## src/rtl/owb_pkg.sv

```systemverilog
// ----------------------------------------------------------------------------
// owb_pkg
// Shared types and constants of the 1-Wire bus master: transaction payloads,
// configuration register set, register indexes and command kinds.
// ----------------------------------------------------------------------------
package owb_pkg;

  // Command kinds carried in the input transaction
  localparam logic [1:0] KIND_TICK  = 2'd0;
  localparam logic [1:0] KIND_RESET = 2'd1;
  localparam logic [1:0] KIND_WRITE = 2'd2;
  localparam logic [1:0] KIND_READ  = 2'd3;

  // Configuration register indexes (byte address = 4 * index)
  localparam logic [2:0] REG_RESET_LOW   = 3'd0;
  localparam logic [2:0] REG_PRES_SAMPLE = 3'd1;
  localparam logic [2:0] REG_RESET_TAIL  = 3'd2;
  localparam logic [2:0] REG_WR1_LOW     = 3'd3;
  localparam logic [2:0] REG_WR0_LOW     = 3'd4;
  localparam logic [2:0] REG_RD_LOW      = 3'd5;
  localparam logic [2:0] REG_RD_SAMPLE   = 3'd6;
  localparam logic [2:0] REG_SLOT        = 3'd7;

  localparam int unsigned APB_AW = 5;
  localparam int unsigned APB_DW = 32;

  // Reset values of the timing registers, in microseconds
  localparam logic [9:0] RST_RESET_LOW   = 10'd480;
  localparam logic [9:0] RST_PRES_SAMPLE = 10'd70;
  localparam logic [9:0] RST_RESET_TAIL  = 10'd410;
  localparam logic [6:0] RST_WR1_LOW     = 7'd6;
  localparam logic [6:0] RST_WR0_LOW     = 7'd60;
  localparam logic [6:0] RST_RD_LOW      = 7'd6;
  localparam logic [6:0] RST_RD_SAMPLE   = 7'd15;
  localparam logic [6:0] RST_SLOT        = 7'd70;

  typedef struct packed {
    logic [9:0] reset_low_time;
    logic [9:0] presence_sample_time;
    logic [9:0] reset_tail_time;
    logic [6:0] write_one_low_time;
    logic [6:0] write_zero_low_time;
    logic [6:0] read_low_time;
    logic [6:0] read_sample_time;
    logic [6:0] slot_time;
  } cfg_t;

  typedef struct packed {
    logic [1:0] kind;
    logic [7:0] data;
    logic       line_level;
  } in_item_t;

  typedef struct packed {
    logic       drive_low;
    logic       busy_res;
    logic       done_res;
    logic       presence;
    logic [7:0] read_value;
    logic       rejected;
  } out_item_t;

endpackage

```

## src/rtl/one_wire_bus_master_unit.sv

```systemverilog
// ----------------------------------------------------------------------------
// one_wire_bus_master_unit
// Standard-speed 1-Wire bus master: reset/presence, byte write, byte read.
// A transaction is held in the input register, its result in the result register.
// Throughput: one transaction per cycle while the output is not stalled.
// Reset: asynchronous, timing registers return to their standard values,
// the master goes idle with the line released.
// ----------------------------------------------------------------------------
module one_wire_bus_master_unit #(
  parameter int unsigned TIME_BITS = 10
) (
  input  logic                        clk_i,
  input  logic                        rst_ni,
  input  logic                        in_valid_i,
  output logic                        in_stall_o,
  input  owb_pkg::in_item_t           in_data_i,
  output logic                        out_valid_o,
  input  logic                        out_stall_i,
  output owb_pkg::out_item_t          out_data_o,
  input  logic                        psel,
  input  logic                        penable,
  input  logic                        pwrite,
  input  logic [owb_pkg::APB_AW-1:0]  paddr,
  input  logic [owb_pkg::APB_DW-1:0]  pwdata,
  output logic [owb_pkg::APB_DW-1:0]  prdata,
  output logic                        pready
);

  owb_pkg::cfg_t      cfg;
  owb_pkg::in_item_t  in_item_q;
  owb_pkg::out_item_t res, out_item_q;
  logic               in_vld_q, in_vld_d;
  logic               out_vld_q, out_vld_d;
  logic               out_free, proc, in_take;

  assign out_free   = ~out_vld_q | ~out_stall_i;
  assign proc       = in_vld_q & out_free;
  assign in_stall_o = in_vld_q & ~out_free;
  assign in_take    = in_valid_i & ~in_stall_o;
  assign in_vld_d   = in_take | (in_vld_q & ~proc);
  assign out_vld_d  = proc | (out_vld_q & out_stall_i);

  assign out_valid_o = out_vld_q;
  assign out_data_o  = out_item_q;

  owb_cfg_regs u_cfg (
    .clk_i   (clk_i),
    .rst_ni  (rst_ni),
    .psel    (psel),
    .penable (penable),
    .pwrite  (pwrite),
    .paddr   (paddr),
    .pwdata  (pwdata),
    .prdata  (prdata),
    .pready  (pready),
    .cfg_o   (cfg)
  );

  owb_core #(
    .TIME_BITS (TIME_BITS)
  ) u_core (
    .clk_i  (clk_i),
    .rst_ni (rst_ni),
    .proc_i (proc),
    .item_i (in_item_q),
    .cfg_i  (cfg),
    .res_o  (res)
  );

  always_ff @(posedge clk_i or negedge rst_ni) begin
    if (!rst_ni) begin
      in_vld_q  <= 1'b0;
      out_vld_q <= 1'b0;
    end else begin
      in_vld_q  <= in_vld_d;
      out_vld_q <= out_vld_d;
    end
  end

  always_ff @(posedge clk_i) begin
    if (in_take) in_item_q <= in_data_i;
    if (proc) out_item_q <= res;
  end

  // a held transaction in the input register waits unchanged for the result slot
  a_in_hold: assert property (@(posedge clk_i) disable iff (!rst_ni)
    in_vld_q && !proc |=> in_vld_q && $stable(in_item_q))
    else $error("pending transaction lost");

endmodule

```

## src/rtl/owb_cfg_regs.sv

```systemverilog
// ----------------------------------------------------------------------------
// owb_cfg_regs
// APB register file holding the bus timing durations.
// ----------------------------------------------------------------------------
module owb_cfg_regs (
  input  logic                        clk_i,
  input  logic                        rst_ni,
  input  logic                        psel,
  input  logic                        penable,
  input  logic                        pwrite,
  input  logic [owb_pkg::APB_AW-1:0]  paddr,
  input  logic [owb_pkg::APB_DW-1:0]  pwdata,
  output logic [owb_pkg::APB_DW-1:0]  prdata,
  output logic                        pready,
  output owb_pkg::cfg_t               cfg_o
);

  owb_pkg::cfg_t cfg_q, cfg_d;
  logic [2:0]    idx;
  logic          wr_en;

  assign idx    = paddr[4:2];
  assign wr_en  = psel & penable & pwrite;
  assign pready = 1'b1;
  assign cfg_o  = cfg_q;

  always_comb begin
    cfg_d = cfg_q;
    if (wr_en) begin
      unique case (idx)
        owb_pkg::REG_RESET_LOW:   cfg_d.reset_low_time       = pwdata[9:0];
        owb_pkg::REG_PRES_SAMPLE: cfg_d.presence_sample_time = pwdata[9:0];
        owb_pkg::REG_RESET_TAIL:  cfg_d.reset_tail_time      = pwdata[9:0];
        owb_pkg::REG_WR1_LOW:     cfg_d.write_one_low_time   = pwdata[6:0];
        owb_pkg::REG_WR0_LOW:     cfg_d.write_zero_low_time  = pwdata[6:0];
        owb_pkg::REG_RD_LOW:      cfg_d.read_low_time        = pwdata[6:0];
        owb_pkg::REG_RD_SAMPLE:   cfg_d.read_sample_time     = pwdata[6:0];
        owb_pkg::REG_SLOT:        cfg_d.slot_time            = pwdata[6:0];
        default:                  cfg_d = cfg_q;
      endcase
    end
  end

  always_comb begin
    unique case (idx)
      owb_pkg::REG_RESET_LOW:   prdata = 32'(cfg_q.reset_low_time);
      owb_pkg::REG_PRES_SAMPLE: prdata = 32'(cfg_q.presence_sample_time);
      owb_pkg::REG_RESET_TAIL:  prdata = 32'(cfg_q.reset_tail_time);
      owb_pkg::REG_WR1_LOW:     prdata = 32'(cfg_q.write_one_low_time);
      owb_pkg::REG_WR0_LOW:     prdata = 32'(cfg_q.write_zero_low_time);
      owb_pkg::REG_RD_LOW:      prdata = 32'(cfg_q.read_low_time);
      owb_pkg::REG_RD_SAMPLE:   prdata = 32'(cfg_q.read_sample_time);
      owb_pkg::REG_SLOT:        prdata = 32'(cfg_q.slot_time);
      default:                  prdata = '0;
    endcase
  end

  always_ff @(posedge clk_i or negedge rst_ni) begin
    if (!rst_ni) begin
      cfg_q.reset_low_time       <= owb_pkg::RST_RESET_LOW;
      cfg_q.presence_sample_time <= owb_pkg::RST_PRES_SAMPLE;
      cfg_q.reset_tail_time      <= owb_pkg::RST_RESET_TAIL;
      cfg_q.write_one_low_time   <= owb_pkg::RST_WR1_LOW;
      cfg_q.write_zero_low_time  <= owb_pkg::RST_WR0_LOW;
      cfg_q.read_low_time        <= owb_pkg::RST_RD_LOW;
      cfg_q.read_sample_time     <= owb_pkg::RST_RD_SAMPLE;
      cfg_q.slot_time            <= owb_pkg::RST_SLOT;
    end else begin
      cfg_q <= cfg_d;
    end
  end

endmodule

```

## src/rtl/owb_core.sv

```systemverilog
// ----------------------------------------------------------------------------
// owb_core
// Bus master state: phase sequencer, microsecond counter, bit shifter and
// result flags. One transaction is applied per enabled cycle.
// ----------------------------------------------------------------------------
module owb_core #(
  parameter int unsigned TIME_BITS = 10
) (
  input  logic              clk_i,
  input  logic              rst_ni,
  input  logic              proc_i,
  input  owb_pkg::in_item_t item_i,
  input  owb_pkg::cfg_t     cfg_i,
  output owb_pkg::out_item_t res_o
);

  localparam int unsigned CW = (TIME_BITS > 10) ? TIME_BITS : 10;

  localparam logic [2:0] PH_IDLE     = 3'd0;
  localparam logic [2:0] PH_RST_LOW  = 3'd1;
  localparam logic [2:0] PH_RST_WAIT = 3'd2;
  localparam logic [2:0] PH_RST_TAIL = 3'd3;
  localparam logic [2:0] PH_SLOT     = 3'd4;

  typedef logic [TIME_BITS-1:0] cnt_t;
  typedef logic [CW-1:0]        cw_t;

  localparam cnt_t TMAX = '1;

  logic [2:0] phase_q, phase_d;
  logic [1:0] op_q, op_d;
  cnt_t       cnt_q, cnt_d;
  logic [2:0] bit_q, bit_d;
  logic [7:0] shift_q, shift_d;
  logic       pres_q, pres_d;
  logic       drive_q, drive_d;
  logic [7:0] last_q, last_d;
  logic       done, rej;

  cnt_t       cnt_inc;
  logic [6:0] slot_len, rd_pt, rd_clip, low_len;

  // A 10-bit duration beyond the counter range is reached at saturation
  function automatic logic reached(input cnt_t cnt, input logic [9:0] dur);
    reached = (cw_t'(cnt) >= cw_t'(dur)) || (cnt == TMAX);
  endfunction

  assign cnt_inc  = (cnt_q == TMAX) ? cnt_q : cnt_q + cnt_t'(1);
  assign slot_len = (cfg_i.slot_time == 7'd0) ? 7'd1 : cfg_i.slot_time;
  assign rd_clip  = (cfg_i.read_sample_time > slot_len) ? slot_len : cfg_i.read_sample_time;
  assign rd_pt    = (rd_clip == 7'd0) ? 7'd1 : rd_clip;
  assign low_len  = (op_q == owb_pkg::KIND_WRITE) ?
                    (shift_q[0] ? cfg_i.write_one_low_time : cfg_i.write_zero_low_time) :
                    cfg_i.read_low_time;

  always_comb begin
    phase_d = phase_q;
    op_d    = op_q;
    cnt_d   = cnt_q;
    bit_d   = bit_q;
    shift_d = shift_q;
    pres_d  = pres_q;
    drive_d = drive_q;
    last_d  = last_q;
    done    = 1'b0;
    rej     = 1'b0;
    if (proc_i) begin
      if (item_i.kind == owb_pkg::KIND_TICK) begin
        if (phase_q != PH_IDLE) begin
          cnt_d = cnt_inc;
          unique case (phase_q)
            PH_RST_LOW: begin
              if (reached(cnt_inc, cfg_i.reset_low_time)) begin
                drive_d = 1'b0;
                cnt_d   = '0;
                phase_d = PH_RST_WAIT;
              end
            end
            PH_RST_WAIT: begin
              if (reached(cnt_inc, cfg_i.presence_sample_time)) begin
                pres_d  = ~item_i.line_level;
                cnt_d   = '0;
                phase_d = PH_RST_TAIL;
              end
            end
            PH_RST_TAIL: begin
              if (reached(cnt_inc, cfg_i.reset_tail_time)) begin
                phase_d = PH_IDLE;
                done    = 1'b1;
              end
            end
            default: begin
              if (cnt_inc >= cnt_t'(low_len)) drive_d = 1'b0;
              if (op_q == owb_pkg::KIND_READ && cnt_inc == cnt_t'(rd_pt)) begin
                shift_d = {item_i.line_level, shift_q[7:1]};
              end
              if (cnt_inc >= cnt_t'(slot_len)) begin
                if (op_q == owb_pkg::KIND_WRITE) shift_d = {1'b0, shift_q[7:1]};
                if (bit_q == 3'd7) begin
                  if (op_q == owb_pkg::KIND_READ) last_d = shift_d;
                  drive_d = 1'b0;
                  bit_d   = '0;
                  phase_d = PH_IDLE;
                  done    = 1'b1;
                end else begin
                  bit_d   = bit_q + 3'd1;
                  cnt_d   = '0;
                  drive_d = 1'b1;
                end
              end
            end
          endcase
        end
      end else if (phase_q != PH_IDLE) begin
        rej = 1'b1;
      end else begin
        op_d    = item_i.kind;
        cnt_d   = '0;
        bit_d   = '0;
        drive_d = 1'b1;
        if (item_i.kind == owb_pkg::KIND_RESET) begin
          phase_d = PH_RST_LOW;
        end else begin
          shift_d = (item_i.kind == owb_pkg::KIND_WRITE) ? item_i.data : 8'd0;
          phase_d = PH_SLOT;
        end
      end
    end
  end

  always_comb begin
    res_o.drive_low  = drive_d;
    res_o.busy_res   = (phase_d != PH_IDLE);
    res_o.done_res   = done;
    res_o.presence   = pres_d;
    res_o.read_value = last_d;
    res_o.rejected   = rej;
  end

  always_ff @(posedge clk_i or negedge rst_ni) begin
    if (!rst_ni) begin
      phase_q <= PH_IDLE;
      op_q    <= '0;
      cnt_q   <= '0;
      bit_q   <= '0;
      shift_q <= '0;
      pres_q  <= 1'b0;
      drive_q <= 1'b0;
      last_q  <= '0;
    end else begin
      phase_q <= phase_d;
      op_q    <= op_d;
      cnt_q   <= cnt_d;
      bit_q   <= bit_d;
      shift_q <= shift_d;
      pres_q  <= pres_d;
      drive_q <= drive_d;
      last_q  <= last_d;
    end
  end

  // line is never held low once the master has gone idle
  a_idle_released: assert property (@(posedge clk_i) disable iff (!rst_ni)
    phase_q == PH_IDLE |-> !drive_q)
    else $error("line driven low while idle");

  // bit position only advances inside byte slots
  a_bit_in_slot: assert property (@(posedge clk_i) disable iff (!rst_ni)
    phase_q != PH_SLOT |-> bit_q == 3'd0)
    else $error("bit index set outside a slot");

  // reset tail follows release of the reset pulse
  a_tail_released: assert property (@(posedge clk_i) disable iff (!rst_ni)
    phase_q == PH_RST_TAIL |-> !drive_q)
    else $error("line driven during reset tail");

  // a completion and a rejection never share a transaction
  a_done_rej: assert property (@(posedge clk_i) disable iff (!rst_ni)
    proc_i |-> !(done && rej))
    else $error("done and rejected together");

endmodule

```

## config.mk

```make
export PLATFORM = sky130hd
export DESIGN_NAME = one_wire_bus_master_unit
export DESIGN_NICKNAME = d
export VERILOG_FILES = /design/src/rtl/owb_pkg.sv /design/src/rtl/one_wire_bus_master_unit.sv /design/src/rtl/owb_cfg_regs.sv /design/src/rtl/owb_core.sv
export SDC_FILE = /design/constraint.sdc
export NUM_CORES = 1
export LEC_CHECK = 0
export BUFFER_PORTS_ARGS = -buffer_cell sky130_fd_sc_hd__buf_2
export CAP_MARGIN = 20
export CORE_ASPECT_RATIO = 0.7
export CORE_UTILIZATION = 65
export CTS_BUF_LIST = sky130_fd_sc_hd__clkbuf_8
export DETAILED_ROUTE_END_ITERATION = 16
export PLACE_DENSITY_LB_ADDON = 0.1
export SLEW_MARGIN = 30
export SYNTH_ARGS = -nofsm -noshare
export SYNTH_HDL_FRONTEND = slang
export SYNTH_SLANG_ARGS = --single-unit
```

## constraint.sdc

```tcl
create_clock -name clk_i -period 7.2 [get_ports clk_i]
set_input_delay 1.44 -clock clk_i [delete_from_list [all_inputs] [get_ports clk_i]]
set_output_delay 1.44 -clock clk_i [all_outputs]
set_load 0.02 [all_outputs]
```

==> out/results.tsv, run 1 <==
stage	metric	value	unit
run_status	status	finished, final reports clean	
setup_path	reg2reg_depth	13	
sta	rsz0062_at_grt	no	
routing	viasPerCell	6.38	
sta	final_hold_viol_count	0	
setup_path	endpoint_kind	output pin	
setup_path	r2r_setup_slack	2.54	ns
setup_path	worstPathCellList	buf_2 -> nand2_1 -> o21ai_0 -> o32a_1 -> nor2_1 -> a21oi_1 -> buf_2	
global_routing	antenna_found_initial	0	
sta	finalSetupViolCount	0	
die	die_area	13200	sq um
cells_and_area	final_nets	1001	
synth	synth_cell_types	74	
cells_and_area	postLayoutCellArea	8890	sq um
routing	drcViolationCount	0	
die	ios	103	
sta	finalSetupTns	0	ns
clock_tree	ctsHoldBuffers	0	
global_routing	first_global_vias	6331	
routing	post_drt_wl_per_cell	20.1	microns
global_routing	track_usage	34.2	%
routing	first_iter_violations	691	
die	die_w	137	microns
setup_path	r2r_end	u_core.cnt_q[2]$_DFFE_PN0P_	
sta	relSlewSlack	40.6	%
clock_tree	insertion_delay	0.45	ns
synth	async_flop_share	81.1	%
die	die_h	96.3	microns
setup_path	cp_num_buf_inv	2	
clock_tree	numCtsBuffers	17	
die	start_util	66.5	%
synth	yosysWarnings	0	
flow_run	cap_violations	0	
power	leakagePower	0.00401	uW
synth	yosysTopAreaCellShare	23.0	%
setup_path	cp_data_arrival_time	3.23	ns
sta	tightest_slew	0.885	ns
placed_design	place_congestion	0.949	
hold_path	hold_class	reg2reg	
clock_tree	htreeDepth	4	
synth	yosys.area.top_type	dfrtp_1	
cells_and_area	final_common_cell	nand2_1	
hold_path	min_to	u_core.bit_q[0]$_DFFE_PN0P_	
synth	ys_seq_area_share	40.3	%
global_routing	grt_start_max_net_pins	67	
setup_path	critPathSlowestCell	buf_2	
cells_and_area	area_delta_synth_final	7.60	%
clock_tree	cts-root-buf	clkbuf_8	
routing	totalWireLength	21400	microns
cells_and_area	num_antenna_cells	0	
sta	finClkSkew	0.0128	ns
power	peakVddDrop	0.158	mV
setup_path	critPathMaxStageDelay	0.51	ns
global_routing	grt_first_pass_wirelength	33300	microns
placed_design	port_buffers	55	
setup_path	crit_top_cell	buf_2	
sta	fmax	0.214	GHz
cells_and_area	drive_gt1_share	20.4	%
routing	vias	6785	
die	num_rows	34	
power	power_density	229	nW/um^2
power	total_power	2040	uW
synth	syn_avg_cell_area	9.72	sq um
routing	ant_nets	0	
clock_tree	clk_path_buf_depth	2	
clock_tree	cts.sinks	127	
setup_path	path_class	in2out	
clock_tree	cts_setup_buffers	0	
sta	period_share	64.8	%
synth	netlist_area	8260	sq um
hold_path	hold_start	u_core.bit_q[0]$_DFFE_PN0P_	
clock_tree	clkTransAtPathRegs	0.08	ns
hold_path	hold_depth	1	
placed_design	hpwl	15800	microns
setup_path	timing.rr.start	u_core.cnt_q[3]$_DFFE_PN0P_	
sta	finalCriticalPeriod	4.67	ns
placed_design	place_area	8510	sq um
synth	syn_inst	850	
synth	ys_top_cells_by_area	dfrtp_1 (23%), edfxtp_1 (8.7%), ha_1 (8.6%), dfstp_2 (8.6%), mux2_2 (6.4%)	
synth	synth_top_flop_cell	dfrtp_1	
setup_path	cp-start-kind	input pin	
cells_and_area	final_cell_mix	nand2_1 (97), dfrtp_1 (76), ha_1 (57), o21ai_0 (54), buf_2 (54)	
clock_tree	cts-resized-gates	0	
synth	synth_edf_count	24	
setup_path	cp.required	5.76	ns
setup_path	critPathTopFamily	compound AO/OA/AOI/OAI gates	
setup_path	cp_max_fo	27	
clock_tree	cts_tree	done	
routing	drt-pass1-iter-count	6	
die	coreArea	12400	sq um
synth	ys_seq_elements	127	
global_routing	overflow	0	
sta	maxSlewViolCount	0	
[registers in the layout, summed over array words and instances (netlist names)]
| signal | flops |
|---|---|
| u_cfg.cfg_o | 65 |
| out_data_o | 13 |
| in_item_q | 11 |
| u_core.cnt_q | 10 |
| u_core.last_q | 8 |
| u_core.shift_q | 8 |
| u_core.bit_q | 3 |
| u_core.phase_q | 3 |
| u_core.op_q | 2 |
| in_vld_q | 1 |
| out_valid_o | 1 |
| u_core.drive_q | 1 |
| u_core.pres_q | 1 |
[area by class of cell]
cell class	count	area, sq um
Multi-Input combinational cell	630	4470
Clock inverter	15	141
Fill cell	925	3530
Timing Repair Buffer	58	300
Tap cell	162	203
Clock buffer	17	234
Sequential cell	127	3330
Inverter	55	206
[worst max path at each step]
stage,startpoint,endpoint,slack [ns],cells after the start
2_1_floorplan,paddr[2],prdata[3],2.59,6
5_1_grt,u_core.cnt_q[3]$_DFFE_PN0P_,u_core.cnt_q[4]$_DFFE_PN0P_,2.14,13
3_3_place_gp,paddr[2],prdata[0],2.62,7
3_5_place_dp,paddr[2],prdata[0],2.58,7
4_1_cts,paddr[2],prdata[0],2.58,7
6_report,paddr[2],prdata[0],2.53,7
[cells in the mapped netlist, drive strengths merged (5+ instances only)]
cell,number
and2,6
mux4,7
nor4,7
mux2,47
nor2b,5
dfstp,27
or3,8
o21ai,58
nand2b,20
dfrtp,76
ha,57
o2111ai,8
mux2i,26
o211ai,14
nor3,17
a31oi,12
edfxtp,24
nand3,26
inv,53
a21o,15
buf,34
a2111oi,5
a211oi,7
nand4,11
nor2,44
clkbuf,25
nand2,97
a21oi,37
[worst reg2reg max path: cells and delay by family, from the launching register on]
kind                     cells  cell delay, ns
AND/OR/NAND/NOR              5            1.82
buffers and inverters        1            0.26
flip-flops                   1            0.54
AO/OA/AOI/OAI                5            1.26
adder cells (fa/ha/maj)      1            0.33
XOR/XNOR                     1            0.35
[routing by layer]
metal  track usage [%]  vias up  share of wire (%)
met4              10.0        0                1.0
li1                  -     3159                  -
met1              51.2     3303                 47
met5                 0        -                  0
met2              49.1      301                 43
met3              7.48       22                8.8
[per-stage QoR]
step	util (%)	cells	hold WS, ns	setup slack (ns)
floorplan	-	871	0.446	2.59
global placement	68.5	1032	0.470	2.62
detailed placement	68.5	1032	0.479	2.58
CTS	71.5	1064	0.497	2.58
global route	71.6	1064	0.522	2.14
finish	71.6	1064	0.492	2.53
[kinds of logic (layout without fill, tap and decap cells)]
logic type | Yosys count | in the layout | share of synthesized area, %
AO/OA/AOI/OAI | 212 | 212 | 17.8
XOR/XNOR | 2 | 2 | 0.212
adder cells (fa/ha/maj) | 57 | 57 | 8.63
buffers and inverters | 114 | 145 | 6.60
flip-flops | 127 | 127 | 40.3
multiplexers | 80 | 80 | 11.5
other | 2 | 23 | 0.0909
AND/OR/NAND/NOR | 256 | 256 | 14.9
[power breakdown]
| part | total [uW] | switching, uW | internal (uW) |
|---|---|---|---|
| Combinational | 509 | 297 | 212 |
| Sequential | 932 | 87.3 | 845 |
| Clock | 598 | 342 | 255 |
| Total | 2040 | 727 | 1310 |
No activity file was read; power rests on OpenSTA's default activity.
==> run 2: changes to the inputs <==
- CORE_UTILIZATION: 65 -> 55
- clock period: 7.2 -> 3.8 ns (I/O delays scaled with it)
==> out/results.tsv, run 2 (same netlist as run 1, synthesis figures left out) <==
stage	metric	value	unit	change
power	power_density	422	nW/um^2	+84%
setup_path	critPathTopFamily	simple AND/OR/NAND/NOR gates		
cells_and_area	num_antenna_cells	0		unchanged
run_status	status	finished, final reports clean		
global_routing	track_usage	32.4	%	-1.7 points
die	die_w	149	microns	+8.6%
setup_path	path_class	reg2reg		
routing	drt-pass1-iter-count	5		-1
die	die_area	15500	sq um	+18%
cells_and_area	drive_gt1_share	26.4	%	+6.0 points
routing	vias	7195		+6.0%
sta	maxSlewViolCount	0		unchanged
die	die_h	105	microns	+8.5%
hold_path	hold_class	in2async		
setup_path	cp.required	4.03	ns	-1.73 ns
setup_path	cp_num_buf_inv	1		-1
clock_tree	clk_path_buf_depth	2		unchanged
power	peakVddDrop	0.295	mV	+87%
clock_tree	cts_tree	done		
global_routing	first_global_vias	6955		+9.9%
die	num_rows	37		+8.8%
sta	finalSetupTns	0	ns	unchanged
cells_and_area	final_common_cell	nand2_1		
power	leakagePower	0.00433	uW	+7.9%
sta	finClkSkew	0.0164	ns	+0.00364 ns
placed_design	hpwl	18000	microns	+14%
cells_and_area	area_delta_synth_final	14.7	%	
global_routing	grt_first_pass_wirelength	37900	microns	+14%
setup_path	endpoint_kind	flip-flop		
sta	final_hold_viol_count	0		unchanged
setup_path	critPathSlowestCell	a2111oi_2		
clock_tree	htreeDepth	4		unchanged
setup_path	cp-start-kind	flip-flop		
sta	fin_ws	0.149	ns	-2.39 ns
die	ios	103		unchanged
routing	ant_nets	0		unchanged
clock_tree	insertion_delay	0.48	ns	+0.03 ns
clock_tree	cts-root-buf	clkbuf_8		
sta	finalCriticalPeriod	3.65	ns	
cells_and_area	final_nets	1057		+5.6%
die	coreArea	14700	sq um	+18%
placed_design	place_congestion	0.889		-6.3%
clock_tree	cts.sinks	127		unchanged
sta	period_share	96.1	%	
global_routing	antenna_found_initial	0		unchanged
cells_and_area	largest_reg_flops	65		unchanged
setup_path	cp_data_arrival_time	3.88	ns	+0.65 ns
global_routing	grt_start_max_net_pins	52		-22%
sta	tightest_slew	0.747	ns	-0.138 ns
power	total_power	4000	uW	+96%
routing	viasPerCell	6.24		-2.1%
sta	fin_hold_ws	0.280	ns	-0.212 ns
sta	relSlewSlack	50.0	%	+9.5 points
routing	post_drt_wl_per_cell	20.8	microns	+3.5%
routing	totalWireLength	24000	microns	+12%
clock_tree	clkTransAtPathRegs	0.09	ns	about the same
setup_path	crit_top_cell	a2111oi_2		
sta	fmax	0.274	GHz	
routing	drcViolationCount	0		unchanged
die	start_util	56.3	%	-10 points
setup_path	critPathMaxStageDelay	0.41	ns	-0.10 ns
clock_tree	numCtsBuffers	17		unchanged
setup_path	cp_max_fo	4		-85%
sta	finalSetupViolCount	0		unchanged
global_routing	overflow	0		unchanged
cells_and_area	final_cell_mix	nand2_1 (97), dfrtp_1 (76), buf_4 (57), ha_1 (56), buf_2 (54)		
setup_path	worstPathCellList	ha_2 -> and4_4 -> nand3_2 -> xor2_2 -> inv_1 -> ha_1 -> nand2b_1 -> a2111oi_2 -> a2111oi_2 -> nor2_1 -> a311o_1 -> nor4b_2 -> o22ai_2 -> or3_1		
routing	first_iter_violations	793		+15%
placed_design	place_ws	-0.0506	ns	-2.63 ns
placed_design	port_buffers	55		unchanged
flow_run	cap_violations	0		unchanged
## run 2: changes by cell type in the layout (fill, tap and decap cells not counted), moves of 2 or more
cell	delta
buf_4	+53
buf_12	+3
a2111oi_0	-2
o21ai_0	-2
o21ai_1	+2
## run 2: power by group
group | leakage [uW] | internal [uW] | switching (uW)
clock | 0.000186 | 482 | 677
sequential | 0.00145 | 1600 | 152
combinational | 0.00270 | 458 | 631
## run 2: final cells by class
type / instances / area, sq um
Timing Repair Buffer: 114 / 758
Multi-Input combinational cell: 630 / 4560
Fill cell: 1201 / 5200
Sequential cell: 127 / 3330
Inverter: 55 / 206
Tap cell: 195 / 244
Clock inverter: 15 / 136
Clock buffer: 17 / 234
## run 2: worst paths after layout
path	from	to	slack [ns]	cells after the start
min in group clk_i	in_data_i[5]	in_item_q[5]$_DFFE_PP_	0.45	1
hold / removal	rst_ni	u_cfg.cfg_o[22]$_DFFE_PN0P_	0.28	1
setup reg to reg	u_core.cnt_q[0]$_DFFE_PN0P_	out_data_o[11]$_DFFE_PP_	0.15	14
max in group asynchronous	rst_ni	u_cfg.cfg_o[39]$_DFFE_PN1P_	2.61	2
hold reg to reg	u_core.last_q[2]$_DFF_PN0_	u_core.last_q[2]$_DFF_PN0_	0.50	2
setup / recovery	u_core.cnt_q[0]$_DFFE_PN0P_	out_data_o[11]$_DFFE_PP_	0.15	14
## run 2: timing repair
item | 4_1_cts | 5_1_grt
setup endpoints to repair | 10 | 37
hold buffers | 0 | 0
resized for setup | 2 | 21
pin swaps | 2 | 6
buffers inserted | 2 | 3
## run 2: layer usage
metal  track usage (%)  routed length [microns]  up-vias
li1                  -                        -     3276
met1              48.5                    11200     3528
met2              45.7                    10300      346
met3              7.95                     2110       45
met4              10.5                      434        0
met5                 0                        0        -
## run 2: metrics by stage
step | cell area (sq um) | instances | util [%]
after detailed placement | 8940 | 1116 | 60.9
after CTS | 9340 | 1150 | 63.7
after global placement | 8940 | 1116 | 60.9
after floorplan | 8340 | 871 | -
after global routing | 9470 | 1153 | 64.6
final | 9470 | 1153 | 64.6
## run 2: worst reg2reg max path, stage by stage, from the launching register on
cell       delay (ns)
dfrtp_1          0.37
ha_2             0.22
and4_4           0.24
nand3_2          0.11
xor2_2           0.23
inv_1            0.13
ha_1             0.29
nand2b_1         0.17
a2111oi_2        0.41
a2111oi_2        0.09
nor2_1           0.16
a311o_1          0.24
nor4b_2          0.26
o22ai_2          0.12
or3_1            0.38
